<file path="src/rtl/accel_tilt_angles_assert.svh">
// ----------------------------------------------------------------------------
// Tilt angle assertion macros
// Concurrent assertion wrappers, compiled out when SYNTH is defined.
// ----------------------------------------------------------------------------
`ifndef ACCEL_TILT_ANGLES_ASSERT_SVH
`define ACCEL_TILT_ANGLES_ASSERT_SVH

`ifndef SYNTH
`define ATA_ASSERT_IMP(lbl, clk, rst_n, ante, cons) \
  lbl: assert property (@(posedge clk) disable iff (!rst_n) (ante) |-> (cons)) \
    else $error("tilt angle assertion failed");
`define ATA_ASSERT_NXT(lbl, clk, rst_n, ante, cons) \
  lbl: assert property (@(posedge clk) disable iff (!rst_n) (ante) |=> (cons)) \
    else $error("tilt angle assertion failed");
`else
`define ATA_ASSERT_IMP(lbl, clk, rst_n, ante, cons)
`define ATA_ASSERT_NXT(lbl, clk, rst_n, ante, cons)
`endif

`endif

</file>
<file path="src/rtl/ata_pkg.sv">
// ----------------------------------------------------------------------------
// Tilt angle package
// Shared widths, angle constants and the CORDIC arctangent table.
// ----------------------------------------------------------------------------
`timescale 1ns / 1ps

package ata_pkg;

  localparam int ANGLE_FRAC_BITS = 8;
  localparam int CORDIC_STAGES   = 16;
  localparam int INT_FRAC        = 16;

  // operand and datapath widths
  localparam int OP_W   = 30;   // CORDIC operand before the 2^8 prescale
  localparam int CW     = 42;   // CORDIC x/y
  localparam int ZW     = 27;   // internal angle, degrees * 2^16
  localparam int SQ_ROOT_W = 29;
  localparam int SQ_IN_W   = 2 * SQ_ROOT_W;
  localparam int SQ_REM_W  = SQ_ROOT_W + 4;

  localparam logic signed [ZW-1:0] D90  = ZW'(90 * 65536);
  localparam logic signed [ZW-1:0] D180 = ZW'(180 * 65536);

  localparam logic [7:0] SCALE_RESET = 8'd39;
  localparam logic       REG_SCALE   = 1'b0;

  function automatic logic signed [ZW-1:0] atan_deg(input logic [4:0] i);
    logic signed [ZW-1:0] v;
    unique case (i)
      5'd0:  v = ZW'(2949120);
      5'd1:  v = ZW'(1740967);
      5'd2:  v = ZW'(919879);
      5'd3:  v = ZW'(466945);
      5'd4:  v = ZW'(234379);
      5'd5:  v = ZW'(117304);
      5'd6:  v = ZW'(58666);
      5'd7:  v = ZW'(29335);
      5'd8:  v = ZW'(14668);
      5'd9:  v = ZW'(7334);
      5'd10: v = ZW'(3667);
      5'd11: v = ZW'(1833);
      5'd12: v = ZW'(917);
      5'd13: v = ZW'(458);
      5'd14: v = ZW'(229);
      5'd15: v = ZW'(115);
      5'd16: v = ZW'(57);
      5'd17: v = ZW'(29);
      5'd18: v = ZW'(14);
      5'd19: v = ZW'(7);
      5'd20: v = ZW'(4);
      5'd21: v = ZW'(2);
      5'd22: v = ZW'(1);
      default: v = '0;
    endcase
    return v;
  endfunction

endpackage

</file>
<file path="src/rtl/ata_isqrt.sv">
// ----------------------------------------------------------------------------
// Pipelined integer square root
// Floor square root, one result bit per register stage.
// ----------------------------------------------------------------------------
`timescale 1ns / 1ps

module ata_isqrt (
  input  logic                             clk,
  input  logic                             en,
  input  logic [ata_pkg::SQ_IN_W-1:0]      rad_in,
  output logic [ata_pkg::SQ_ROOT_W-1:0]    root_out
);

  localparam int RW = ata_pkg::SQ_ROOT_W;
  localparam int NW = ata_pkg::SQ_IN_W;
  localparam int MW = ata_pkg::SQ_REM_W;

  logic [MW-1:0] rem_r  [RW];
  logic [RW-1:0] root_r [RW];
  logic [NW-1:0] rad_r  [RW-1];

  for (genvar k = 0; k < RW; k++) begin : g_st
    logic [MW-1:0] rem_in, rem4, trial;
    logic [RW-1:0] root_in;
    logic [NW-1:0] rad_k;

    if (k == 0) begin : g_first
      assign rem_in  = '0;
      assign root_in = '0;
      assign rad_k   = rad_in;
    end else begin : g_next
      assign rem_in  = rem_r[k-1];
      assign root_in = root_r[k-1];
      assign rad_k   = rad_r[k-1];
    end

    // bring down the next two radicand bits, try 4*root+1
    assign rem4  = {rem_in[MW-3:0], rad_k[NW-1 -: 2]};
    assign trial = {2'b00, root_in, 2'b01};

    always_ff @(posedge clk) begin
      if (en) begin
        if (rem4 >= trial) begin
          rem_r[k]  <= rem4 - trial;
          root_r[k] <= {root_in[RW-2:0], 1'b1};
        end else begin
          rem_r[k]  <= rem4;
          root_r[k] <= {root_in[RW-2:0], 1'b0};
        end
      end
    end

    if (k < RW - 1) begin : g_rad
      always_ff @(posedge clk) begin
        if (en) begin
          rad_r[k] <= {rad_k[NW-3:0], 2'b00};
        end
      end
    end
  end

  assign root_out = root_r[RW-1];

endmodule

</file>
<file path="config.mk">
export PLATFORM = sky130hd
export DESIGN_NAME = ata_isqrt
export DESIGN_NICKNAME = d
export VERILOG_FILES = /design/src/rtl/accel_tilt_angles_assert.svh /design/src/rtl/ata_pkg.sv /design/src/rtl/ata_isqrt.sv
export SDC_FILE = /design/constraint.sdc
export NUM_CORES = 2
export LEC_CHECK = 0
export ABC_AREA = 1
export BUFFER_PORTS_ARGS = -buffer_cell sky130_fd_sc_hd__buf_4
export CORE_ASPECT_RATIO = 2
export CORE_UTILIZATION = 69
export DETAILED_ROUTE_END_ITERATION = 7
export PLACE_DENSITY = 0.87
export RECOVER_POWER = 25
export SETUP_SLACK_MARGIN = 0.2
export SLEW_MARGIN = 10
export SYNTH_ARGS = -nofsm -noshare
export SYNTH_HDL_FRONTEND = slang
export SYNTH_SLANG_ARGS = --single-unit
export TNS_END_PERCENT = 10
</file>
<file path="constraint.sdc">
create_clock -name clk -period 6.5 [get_ports clk]
set_input_delay 1.625 -clock clk [delete_from_list [all_inputs] [get_ports clk]]
set_output_delay 1.625 -clock clk [all_outputs]
set_load 0.01 [all_outputs]
</file>
==> flow_summary.toml, run 1 <==
[die]
ioPinCount = 89
die_w_um = 292
initial_utilization_pct = 69.6
std_cell_rows = 212
die_h_um = 583

[yosys]
async_reset_ff_share_pct = 0
syn_nets = 14000
synth_edf_count = 2071
synthCells = 13500
synth_seq_cells = 2072
synthFlopType = "edfxtp_1"
yosysUniqueCellTypes = 59
ys_seq_area_share_pct = 53.5
avgSynthCellArea_um2 = 8.63
yosysWarnings = 0
syn-cell-area_um2 = 116000

[clock_tree]
ctsHtreeMaxLevel = 4
cts_sinks = 2072
post-cts-setup-buffer-count = 0
cts_buffers = 180
cts_buffer_depth = 4
cts_resized = 0
hold_buffers = 0
cts_root_buf = "clkbuf_16"

[global_route]
grt_pass1_vias = 107000
grt_max_degree = 196
gr-total-overflow = 115
grt_pass1_wl_mm = 703
grt_usage_pct = 57.2

[placed_design]
io_buffers = 88
dpl-instance-area_um2 = 119000
hpwl_mm = 308
place.gp.congestion = 1.17

[run_status]
status = "stopped before the end"
failed_stage = "5_1_grt"
error = "[ERROR GRT-0116] Global routing finished with congestion. Check the congestion regions in the DRC Viewer."
-- per-layer routing --
metal  overflow  track usage (%)
met5          0             2.12
met3          1             29.6
met2         50             85.7
met1          1             52.0
met4         63             65.3
-- cells by family after synthesis --
group	after synthesis	synth area share [%]
simple gates	7110	25.7
compound gates	996	4.71
fa+ha+maj	466	5.01
buf+inv	2449	8.19
flops	2072	53.5
xor+xnor	387	2.91
-- per-stage QoR --
step,setup slack [ns],utilization [%],cells
4_1_cts,2.12,74.8,15900
3_5_place_dp,2.00,71.3,15600
3_3_place_gp,2.20,71.3,15600
2_1_floorplan,2.59,-,13500
-- cells in the mapped netlist, types with 151 or more instances --
cell type / number / area (um2)
xnor2_1: 151 / 1320
o21ai_0: 346 / 1730
ha_1: 466 / 5830
nand4_1: 222 / 1390
nand3_1: 909 / 4550
edfxtp_1: 2071 / 62200
nand2_1: 3983 / 15000
a21oi_1: 405 / 2030
nor3_1: 227 / 1140
nor2_1: 1430 / 5370
inv_1: 2302 / 8640
xor2_1: 236 / 2070
==> run 2, diff against run 1 <==
Settings changed: CORE_ASPECT_RATIO 2 to default, CORE_UTILIZATION 69 to 40, PLACE_DENSITY 0.87 to default, PLACE_DENSITY_LB_ADDON from default to 0.15, SETUP_SLACK_MARGIN 0.2 to default.
==> flow_summary.toml, run 2 <==
[detailed_routing]
drtIter0Drc = 6490
viasPerCell = 4.92
drc = 0
dr.pass1.iters = 6
vias = 87400
drt-wirelength-per-cell_um = 18.6
detail_route.wirelength_mm = 331
ant_nets = 0

[die]
std_cell_rows = 197
die_h_um = 541
initial_utilization_pct = 40.3
die-area_um2 = 293000
coreArea_um2 = 289000
ioPinCount = 89
die_w_um = 541

[clock_tree]
ctsHtreeMaxLevel = 4
cts_tree = "built"
cts_resized = 0
hold_buffers = 0
cts_buffer_depth = 4
cts_sinks = 2072
cts_root_buf = "clkbuf_16"
post-cts-setup-buffer-count = 0
worstSkewPairLatency_ns = 0.91
cts.clk_slew.worst_paths_ns = 0.06
cts_buffers = 231

[run_status]
status = "complete, no violations"

[yosys]
syn-cell-area_um2 = 116000
synth_top_area_share_pct = 53.5
avgSynthCellArea_um2 = 8.63
syn_nets = 14000
yosysUniqueCellTypes = 59
synth_edf_count = 2071
async_reset_ff_share_pct = 0
synth_seq_cells = 2072
synthCells = 13500
yosys.area.top_type = "edfxtp_1"
synth_area_leaders = "edfxtp_1 53%, nand2_1 13%, inv_1 7.4%"
synthFlopType = "edfxtp_1"
ys_seq_area_share_pct = 53.5
yosysWarnings = 0
yosys-top-cells-count = "3983 x nand2_1, 2302 x inv_1, 2071 x edfxtp_1, 1430 x nor2_1, 909 x nand3_1"
yosysMostFrequentCell = "nand2_1"

[final_layout]
nFillCells = 28800
largest_reg_flops = 825
layout_common_cells = "3983 x nand2_1, 2302 x inv_1, 2071 x edfxtp_1"
largest-register = "rem_r"
final_common_cell = "nand2_1"
finalNetCount = 14200
reg_top3 = "rem_r x825, rad_r x812, root_r x435"
postLayoutCellArea_um2 = 129000
area_delta_synth_final_pct = 10.9
stdcell_count = 17800
drive_above_1_share_pct = 4.69

[global_route]
grt_pass1_vias = 84200
gr-total-overflow = 0
grt_usage_pct = 22.2
grt_pass1_wl_mm = 502
antenna_found_initial = 2
grt_max_degree = 163

[power]
leakage_nw = 57.5
peakVddDrop_v = 0.000235
p_per_area_nw_per_um2 = 324

[worst_hold_path]
worstHoldPathType = "flip-flop to flip-flop"

[placed_design]
dpl_worst_slack_ns = 2.12
place.gp.congestion = 0.943
io_buffers = 88
place_inst = 17400
dpl-instance-area_um2 = 121000
hpwl_mm = 262

[sta]
whs_ns = 0.402
drv_slew = 0
fmax_mhz = 288
fin_setup_tns_ns = 0
fin_crit_ns = 3.47
setup_violations = 0
hold_viol = 0
fin_ws_ns = 3.03
rsz0062_at_grt = "no"
skew_ns = 0.0470
relSlewSlack_pct = 32.9
tightest_slew_ns = 1.01
period_share_pct = 53.4

[worst_setup_path]
crit_path_start_kind = "input port"
worstPathArrival_ns = 4.09
worstPathRequired_ns = 7.12
path_max_fanout = 50
critPathCaptureType = "flip-flop"
r2r_slack_ns = 3.06
critPathKind = "input port to flip-flop"

[job]
maxCapViolations = 0
-- run 2: cell counts after synthesis --
Identical to the previous run, type by type.
-- run 2: area by class of cell --
class                      count  area, um2  share of cell area, %
sequential                  2072      62200                   48.2
multi-input combinational   8959      44600                   34.6
inverter                    2313       8690                   6.73
clock buffer                 264       5930                   4.59
tap                         3880       4850                   3.76
clock inverter               158       1690                   1.31
timing repair buffer         129       1100                  0.853
antenna                        1       2.50                0.00194
-- run 2: worst max-delay path, cell delays in order --
cell and delay (ns):
buf_16 0.28, clkinv_2 0.14, buf_12 0.25, nor2_1 0.17, nand3_1 0.09, inv_1 0.09, nand2_1 0.07, nor2_2 0.62
nand2_2 0.41, nand2_1 0.16, nand2_1 0.07
-- run 2: per-layer routing --
metal  track usage [%]  vias up  part of all wire [%]
met5                 0        -                     0
met4              6.16        0                   2.8
met3              1.96      428                   3.8
met2              39.5     1844                    50
met1              28.7    40800                    44
li1                  -    44400                     -
-- run 2: kinds of logic after synthesis --
| family | Yosys count | synth area share (%) |
|---|---|---|
| flops | 2072 | 53.5 |
| compound gates | 996 | 4.71 |
| simple gates | 7110 | 25.7 |
| fa+ha+maj | 466 | 5.01 |
| xor+xnor | 387 | 2.91 |
| buf+inv | 2449 | 8.19 |
-- run 2: path summary, 6_finish.rpt --
path	startpoint	end	depth (start not counted)
hold / removal	rad_r[1][387]	rad_r[1][445]	0
hold reg to reg	rad_r[1][387]	rad_r[1][445]	0
setup / recovery	en	rem_r[1][76]	11
setup reg to reg	rem_r[1][269]	rem_r[1][319]	11
-- run 2: power breakdown --
group	leakage (nW)	switching [W]	internal, W
sequential	20.0	0.00144	0.0168
clock	3.69	0.00553	0.00754
combinational	33.8	0.00712	0.00337
total	57.5	0.0141	0.0277
-- run 2: per-stage QoR --
stage	util (%)	power, W
6_report	44.7	0.0418
5_1_grt	44.7	0.0441
4_1_cts	44.7	0.0422
3_3_place_gp	42.1	0.0290
3_5_place_dp	42.1	0.0289
2_1_floorplan	-	0.0251
No activity file was read; power rests on OpenSTA's default activity.
